## config.mk

```make
export PLATFORM = sky130hd
export DESIGN_NAME = dedup_compacting_list_top
export DESIGN_NICKNAME = d
export VERILOG_FILES = /design/src/rtl/dcl_pkg.sv /design/src/rtl/dedup_compacting_list_top.sv /design/src/rtl/dcl_mem.sv
export SDC_FILE = /design/constraint.sdc
export NUM_CORES = 1
export LEC_CHECK = 0
export BUFFER_PORTS_ARGS = -buffer_cell sky130_fd_sc_hd__buf_2
export CAP_MARGIN = 15
export CORE_AREA = 10 10 233 235
export CTS_BUF_LIST = sky130_fd_sc_hd__clkbuf_8
export DETAILED_ROUTE_END_ITERATION = 10
export DIE_AREA = 0 0 243 245
export PLACE_DENSITY = 0.78
export SLEW_MARGIN = 15
export SYNTH_ARGS = -nofsm -noshare
export SYNTH_HDL_FRONTEND = slang
export SYNTH_SLANG_ARGS = --single-unit
```

## constraint.sdc

```tcl
create_clock -name clk_i -period 7.7 [get_ports clk_i]
set_clock_uncertainty 0.2 [all_clocks]
set_input_delay 1.54 -clock clk_i [delete_from_list [all_inputs] [get_ports clk_i]]
set_output_delay 1.54 -clock clk_i [all_outputs]
set_load 0.005 [all_outputs]
```

## src/rtl/dcl_pkg.sv

```systemverilog
// Package for the deduplicating compacting list: sizes, operation and
// status codes, and the memory write request type. No dependencies.
package dcl_pkg;

  localparam int unsigned DEPTH = 32;
  localparam int unsigned HW    = 16;
  localparam int unsigned AW    = $clog2(DEPTH);
  localparam int unsigned CW    = $clog2(DEPTH + 1);
  localparam int unsigned CMPW  = (CW > 8) ? CW : 8;

  localparam logic [1:0] MODE_INSERT = 2'd0;
  localparam logic [1:0] MODE_RM_POS = 2'd1;
  localparam logic [1:0] MODE_RM_HDL = 2'd2;
  localparam logic [1:0] MODE_READ   = 2'd3;

  localparam logic [1:0] STAT_DONE = 2'd0;
  localparam logic [1:0] STAT_DUP  = 2'd1;
  localparam logic [1:0] STAT_FULL = 2'd2;
  localparam logic [1:0] STAT_BAD  = 2'd3;

  typedef struct packed {
    logic          en;
    logic [AW-1:0] addr;
    logic [HW-1:0] data;
  } mem_wr_t;

endpackage

```

## src/rtl/dedup_compacting_list_top.sv

```systemverilog
// Deduplicating compacting list: top level with the scan sequencer and output register.
// An item streams the entries it scans in SCAN and forms its result in FINISH; one that
// scans nothing (a rejected remove at position, a read of an empty list) reads no entry.
// A read scans one entry, an insert or remove by handle the whole list, a remove at position
// from that slot to the end. One item is in work at a time; the next transaction can be
// accepted as soon as the result appears. Reset clears the count and control state only.
module dedup_compacting_list_top (
  input  logic        clk_i,
  input  logic        rst_ni,
  input  logic        in_valid_i,
  output logic        in_ready_o,
  input  logic [1:0]  mode_i,
  input  logic [15:0] handle_i,
  input  logic signed [7:0] position_i,
  output logic        out_valid_o,
  input  logic        out_ready_i,
  output logic [1:0]  status_o,
  output logic [15:0] read_handle_o,
  output logic [5:0]  entry_count_o
);
  import dcl_pkg::*;

  // Sequencer states. SCAN streams entries through the memory read port; FINISH
  // forms the result and waits for the output register to be free.
  localparam logic [1:0] S_IDLE   = 2'd0;
  localparam logic [1:0] S_SCAN   = 2'd1;
  localparam logic [1:0] S_FINISH = 2'd2;

  logic [1:0]    state_q, state_d;
  logic [CW-1:0] cnt_q, cnt_d;
  logic [1:0]    mode_q;
  logic [HW-1:0] handle_q;
  logic          bad_q, bad_d;
  logic          hit_q, hit_d;
  logic [CW-1:0] k_q, k_d;
  logic [CW-1:0] lim_q, lim_d;
  logic          p_vld_q, p_vld_d;
  logic [AW-1:0] p_idx_q, p_idx_d;
  logic [HW-1:0] rdh_q, rdh_d;

  logic          out_vld_q, out_vld_d;
  logic [1:0]    out_stat_q, out_stat_d;
  logic [HW-1:0] out_hdl_q, out_hdl_d;
  logic [CW-1:0] out_cnt_q, out_cnt_d;

  logic          in_acc;
  logic          out_free;
  logic          issue;
  logic          rd_en;
  logic [HW-1:0] rd_data;
  mem_wr_t       wr;

  logic          pos_neg;
  logic [CMPW-1:0] pos_ext, cnt_ext;
  logic          pos_ge;
  logic [CW-1:0] start_c, lim_c, idx_c;
  logic          bad_c;

  assign in_ready_o = (state_q == S_IDLE);
  assign in_acc     = in_valid_i & in_ready_o;
  assign out_free   = !out_vld_q || out_ready_i;
  assign issue      = (state_q == S_SCAN) && (k_q < lim_q);
  assign rd_en      = issue;

  // Position checks at acceptance. A negative position is invalid for a remove
  // and clamps to the first entry for a read.
  assign pos_neg = position_i[7];
  assign pos_ext = CMPW'($unsigned(position_i));
  assign cnt_ext = CMPW'(cnt_q);
  assign pos_ge  = !pos_neg && (pos_ext >= cnt_ext);

  always_comb begin
    start_c = '0;
    lim_c   = cnt_q;
    bad_c   = 1'b0;
    idx_c   = '0;
    case (mode_i)
      MODE_INSERT: begin
        start_c = '0;
        lim_c   = cnt_q;
      end
      MODE_RM_POS: begin
        bad_c = pos_neg || pos_ge;
        if (bad_c) begin
          start_c = '0;
          lim_c   = '0;
        end else begin
          start_c = pos_ext[CW-1:0];
          lim_c   = cnt_q;
        end
      end
      MODE_RM_HDL: begin
        start_c = '0;
        lim_c   = cnt_q;
      end
      MODE_READ: begin
        if (cnt_q == '0) begin
          start_c = '0;
          lim_c   = '0;
        end else begin
          if (pos_neg) begin
            idx_c = '0;
          end else if (pos_ge) begin
            idx_c = cnt_q - CW'(1);
          end else begin
            idx_c = pos_ext[CW-1:0];
          end
          start_c = idx_c;
          lim_c   = idx_c + CW'(1);
        end
      end
      default: begin
        start_c = '0;
        lim_c   = '0;
      end
    endcase
  end

  // Main sequencer. During a scan the read of entry k is issued while the data
  // of entry k-1 is checked. Once a remove has found its slot, every later entry
  // is written one slot lower; those writes always trail the reads, so no entry
  // is read after it has been rewritten within the same scan.
  always_comb begin
    state_d    = state_q;
    cnt_d      = cnt_q;
    bad_d      = bad_q;
    hit_d      = hit_q;
    k_d        = k_q;
    lim_d      = lim_q;
    p_vld_d    = 1'b0;
    p_idx_d    = p_idx_q;
    rdh_d      = rdh_q;
    out_vld_d  = out_vld_q && !out_ready_i;
    out_stat_d = out_stat_q;
    out_hdl_d  = out_hdl_q;
    out_cnt_d  = out_cnt_q;
    wr         = '0;

    case (state_q)
      S_IDLE: begin
        if (in_acc) begin
          bad_d   = bad_c;
          hit_d   = 1'b0;
          k_d     = start_c;
          lim_d   = lim_c;
          rdh_d   = '0;
          state_d = S_SCAN;
        end
      end
      S_SCAN: begin
        if (issue) begin
          k_d     = k_q + CW'(1);
          p_vld_d = 1'b1;
          p_idx_d = k_q[AW-1:0];
        end
        if (p_vld_q) begin
          case (mode_q)
            MODE_INSERT: begin
              if (rd_data == handle_q) begin
                hit_d = 1'b1;
              end
            end
            MODE_RM_POS, MODE_RM_HDL: begin
              if (hit_q) begin
                wr.en   = 1'b1;
                wr.addr = p_idx_q - AW'(1);
                wr.data = rd_data;
              end else if (mode_q == MODE_RM_POS || rd_data == handle_q) begin
                // A remove at position starts its scan at the slot to drop.
                hit_d = 1'b1;
              end
            end
            MODE_READ: begin
              rdh_d = rd_data;
            end
            default: begin
              hit_d = hit_q;
            end
          endcase
        end
        if (!issue && !p_vld_q) begin
          state_d = S_FINISH;
        end
      end
      S_FINISH: begin
        if (out_free) begin
          out_vld_d  = 1'b1;
          out_hdl_d  = '0;
          out_stat_d = STAT_DONE;
          case (mode_q)
            MODE_INSERT: begin
              if (hit_q) begin
                out_stat_d = STAT_DUP;
              end else if (cnt_q == CW'(DEPTH)) begin
                out_stat_d = STAT_FULL;
              end else begin
                wr.en   = 1'b1;
                wr.addr = cnt_q[AW-1:0];
                wr.data = handle_q;
                cnt_d   = cnt_q + CW'(1);
              end
            end
            MODE_RM_POS: begin
              if (bad_q || !hit_q) begin
                out_stat_d = STAT_BAD;
              end else begin
                cnt_d = cnt_q - CW'(1);
              end
            end
            MODE_RM_HDL: begin
              if (hit_q) begin
                cnt_d = cnt_q - CW'(1);
              end else begin
                out_stat_d = STAT_BAD;
              end
            end
            MODE_READ: begin
              if (cnt_q == '0) begin
                out_stat_d = STAT_BAD;
              end else begin
                out_hdl_d = rdh_q;
              end
            end
            default: begin
              out_stat_d = STAT_BAD;
            end
          endcase
          out_cnt_d = cnt_d;
          state_d   = S_IDLE;
        end
      end
      default: begin
        state_d = S_IDLE;
      end
    endcase
  end

  always_ff @(posedge clk_i or negedge rst_ni) begin
    if (!rst_ni) begin
      state_q   <= S_IDLE;
      cnt_q     <= '0;
      p_vld_q   <= 1'b0;
      out_vld_q <= 1'b0;
      hit_q     <= 1'b0;
      bad_q     <= 1'b0;
      k_q       <= '0;
      lim_q     <= '0;
    end else begin
      state_q   <= state_d;
      cnt_q     <= cnt_d;
      p_vld_q   <= p_vld_d;
      out_vld_q <= out_vld_d;
      hit_q     <= hit_d;
      bad_q     <= bad_d;
      k_q       <= k_d;
      lim_q     <= lim_d;
    end
  end

  // Payload registers need no reset.
  always_ff @(posedge clk_i) begin
    if (in_acc) begin
      mode_q   <= mode_i;
      handle_q <= handle_i[HW-1:0];
    end
    p_idx_q    <= p_idx_d;
    rdh_q      <= rdh_d;
    out_stat_q <= out_stat_d;
    out_hdl_q  <= out_hdl_d;
    out_cnt_q  <= out_cnt_d;
  end

  dcl_mem u_mem (
    .clk_i     (clk_i),
    .wr_i      (wr),
    .rd_en_i   (rd_en),
    .rd_addr_i (k_q[AW-1:0]),
    .rd_data_o (rd_data)
  );

  assign out_valid_o   = out_vld_q;
  assign status_o      = out_stat_q;
  assign read_handle_o = 16'(out_hdl_q);
  assign entry_count_o = 6'(out_cnt_q);

endmodule

```

## src/rtl/dcl_mem.sv

```systemverilog
// Entry store of the list: one write port and one registered read port.
// Depends on dcl_pkg for sizes and the write request type.
module dcl_mem (
  input  logic                      clk_i,
  input  dcl_pkg::mem_wr_t          wr_i,
  input  logic                      rd_en_i,
  input  logic [dcl_pkg::AW-1:0]    rd_addr_i,
  output logic [dcl_pkg::HW-1:0]    rd_data_o
);
  import dcl_pkg::*;

  logic [HW-1:0] mem_q [DEPTH];
  logic [HW-1:0] rd_data_q;

  always_ff @(posedge clk_i) begin
    if (wr_i.en) begin
      mem_q[wr_i.addr] <= wr_i.data;
    end
  end

  always_ff @(posedge clk_i) begin
    if (rd_en_i) begin
      rd_data_q <= mem_q[rd_addr_i];
    end
  end

  assign rd_data_o = rd_data_q;

endmodule

```

==> results.py <==
metrics = {
    "outcome": {
        "run_status": "completed",
    },
    "setup_path": {
        "worstSetupEndpointType": "flip-flop",
        "slowest_stage": "nor2_2",
        "required_ps": 7760,
        "cpPeakStageDelay_ps": 920,
        "critPathLaunchType": "flip-flop",
        "worst-path-max-fanout": 30,
        "arrival_ps": 4950,
        "path_cells": "inv_1 -> ha_1 -> and4_1 -> a22oi_1 -> nor2b_1 -> o211ai_1 -> nor2_2",
        "crit_type": "flip-flop to flip-flop",
        "crit_family": "simple AND/OR/NAND/NOR gates",
        "critPathBufInv": 1,
    },
    "sta": {
        "setup_viol": 0,
        "hold_viol": 0,
        "finalMaxSlewViolations": 0,
        "timing.fmax_mhz": 204.4,
        "worst_slew_pin_slew_ps": 1185,
        "slew_headroom_pct": 20.93,
        "fin_setup_tns_ps": 0,
        "rsz0062_at_grt": "no",
        "period_minus_slack_ps": 4892,
        "fin_crit_sh_pct": 63.54,
    },
    "placement": {
        "port_buffers": 55,
        "placed_cells": 1975,
        "hpwl_um": 34390,
        "routabilityCongestion": 0.8498,
    },
    "synth": {
        "synth-async-reset-ratio_pct": 3.902,
        "ys_ff_latch": 615,
        "seq_area_frac_synth_pct": 73.12,
        "syn-num-nets": 1331,
        "yosysWarnings": 0,
        "syn-cell-area_um2": 25090,
        "yosysUniqueCellTypes": 59,
        "synth-edff-count": 591,
        "synthFlopType": "edfxtp_1",
        "avgSynthCellArea_um2": 19.67,
        "syn_inst": 1276,
    },
    "clock_tree": {
        "cts_tree": "built",
        "cts_root_buf": "clkbuf_8",
        "post_cts_buffers": 0,
        "h-tree-depth": 3,
        "insertion_delay_ps": 660,
        "clkTransAtPathRegs_ps": 60,
        "cts_buffer_depth": 3,
        "clock-sinks": 615,
        "hold_buffers": 0,
        "cts_resized": 0,
        "cts_buffers": 91,
    },
    "global_route": {
        "grt_pass1_vias": 13176,
        "top_usage_layer": "met2",
        "grt_util_met2_pct": 28.79,
        "grt_max_degree": 118,
        "grtUsageTotal_pct": 18.58,
        "overflow": 0,
        "antenna_found_initial": 1,
        "met1_usage_pct": 25.07,
        "grtUsageMet3_pct": 4.083,
        "grt_pass1_wl_um": 83320,
    },
    "die": {
        "die_w_um": 243,
        "core_area_um2": 49660,
        "die_area_um2": 59540,
        "rows": 82,
        "initial_core_util_pct": 50.53,
        "die_h_um": 245,
        "ioPinCount": 56,
    },
    "drt": {
        "firstDrtPassIters": 5,
        "antenna_left": 0,
        "wl_per_cell_um": 25.64,
        "post_drt_via_cell_ratio": 5.973,
        "drc": 0,
        "routed_wl_um": 55000,
        "via_count": 12812,
        "dr.first_iter.drc_count": 1505,
    },
    "job": {
        "cap_violations": 0,
    },
    "layout": {
        "mostFrequentLayoutCells": "edfxtp_1, mux4_2, clkbuf_8, buf_2, inv_1",
        "drive_gt1_share_pct": 28.87,
        "final_cells": 2145,
        "nets": 1451,
        "final_common_cell": "edfxtp_1",
        "area_delta_synth_final_pct": 11.75,
    },
    "power": {
        "p_per_area_nw_per_um2": 316.9,
        "ir_worst_vdd_v": 0.0003235,
        "p_leak_uw": 0.008452,
    },
    "hold_path": {
        "min_path_type": "flip-flop to flip-flop",
    },
}
## routing by layer
layer,vias up,share of wire (%)
met5,-,0
met4,0,3.3
met3,98,10
met2,709,48
met1,6546,39
li1,5459,-
## synthesized netlist by cell type, types with 3 or more instances
library cell,count,area [µm²]
nor3b_1,3,22.52
and2_1,36,225.2
xor2_1,6,52.55
a211o_1,3,26.28
ha_1,25,312.8
nand2_1,37,138.9
a21oi_1,18,90.09
nand3_1,17,85.08
nand2b_1,6,37.54
clkbuf_1,37,138.9
nor2_1,61,229.0
mux2_2,20,225.2
a22o_1,5,43.79
xnor2_1,23,201.4
nor4_1,4,25.02
a22oi_1,21,157.7
buf_4,9,67.56
a31oi_1,9,56.30
nand4_1,4,25.02
o211ai_1,9,67.56
o21ai_1,4,20.02
nor2b_1,22,137.6
o31ai_1,6,45.04
a21o_1,5,37.54
buf_2,10,50.05
o22ai_1,3,18.77
mux4_2,160,3603
nor3_1,8,40.04
mux2i_1,3,30.03
or3_1,3,18.77
dfrtp_1,24,600.6
nand3b_1,3,22.52
a211oi_1,3,22.52
o21ai_0,14,70.07
inv_1,31,116.4
edfxtp_1,591,17750
buf_1,3,11.26
## kinds of logic (layout without fill, tap and decap cells)
kind of cell             after synthesis  count (layout)  share of synthesized area (%)
flip-flops                           615             615                          73.12
AND/OR/NAND/NOR                      214             214                          4.348
multiplexers                         183             183                          15.38
AO/OA/AOI/OAI                        118             118                          3.311
buffers and inverters                 92             288                          1.590
XOR/XNOR                              29              29                          1.012
adder cells (fa/ha/maj)               25              25                          1.247
other                                  0               1                              0
## through the flow
step / hold slack (ps) / utilization, % / instance area (µm²) / setup WS (ps) / total power (µW)
2_1_floorplan: 251.2 / - / 25090 / 3267 / 5789
3_3_place_gp: 298.1 / 52.98 / 26310 / 3143 / 6408
3_5_place_dp: 302.6 / 52.98 / 26310 / 2977 / 6440
4_1_cts: 316.8 / 56.47 / 28040 / 2949 / 8955
5_1_grt: 337.2 / 56.47 / 28040 / 2544 / 9296
6_report: 313.0 / 56.47 / 28040 / 2808 / 8888
## report_power, final
part           internal (µW)  switching, µW
Clock                   1310           1200
Sequential              3960            269
Combinational           1010           1140
## flip-flops by register name, indices dropped and copies added, names as in the netlist, 16 cells and up
register,count
handle_q,16
read_handle_o,16
rdh_q,16
u_mem.mem_q,512
u_mem.rd_data_o,16
## path summary, 6_finish.rpt
| kind | slack, ps | depth (start not counted) | end | from |
|---|---|---|---|---|
| hold reg to reg | 310 | 1 | read_handle_o[10]$_SDFFCE_PP0P_ | rdh_q[10]$_SDFFCE_PN0P_ |
| setup reg to reg | 2810 | 7 | u_mem.mem_q[13][11]$_DFFE_PP_ | state_q[1]$_DFFE_PN0P_ |
| max in group asynchronous | 6140 | 1 | k_q[0]$_DFFE_PN0P_ | rst_ni |
| hold / removal | 310 | 1 | read_handle_o[10]$_SDFFCE_PP0P_ | rdh_q[10]$_SDFFCE_PN0P_ |
| min in group asynchronous | 680 | 1 | lim_q[2]$_DFFE_PN0P_ | rst_ni |
| setup / recovery | 2810 | 7 | u_mem.mem_q[13][11]$_DFFE_PP_ | state_q[1]$_DFFE_PN0P_ |
## worst register-to-register path, delay by kind of cell (launching register included)
family | cells | cell delay [ps]
adders and majority gates | 1 | 760
buffers and inverters | 1 | 80
AOI/OAI and AO/OA | 2 | 810
and+or+nand+nor | 3 | 2240
DFF | 1 | 390
## cell type report
type | count | area (µm²)
clock inverters | 74 | 426.7
multi-input cells | 569 | 6460
diodes | 1 | 2.502
clock buffers | 95 | 1308
inverters | 32 | 120.1
well taps | 672 | 840.8
fillers | 3609 | 21610
flip-flops and latches | 615 | 18360
repair buffers | 87 | 528.0
Note: power is estimated with default switching activity, not from simulation.
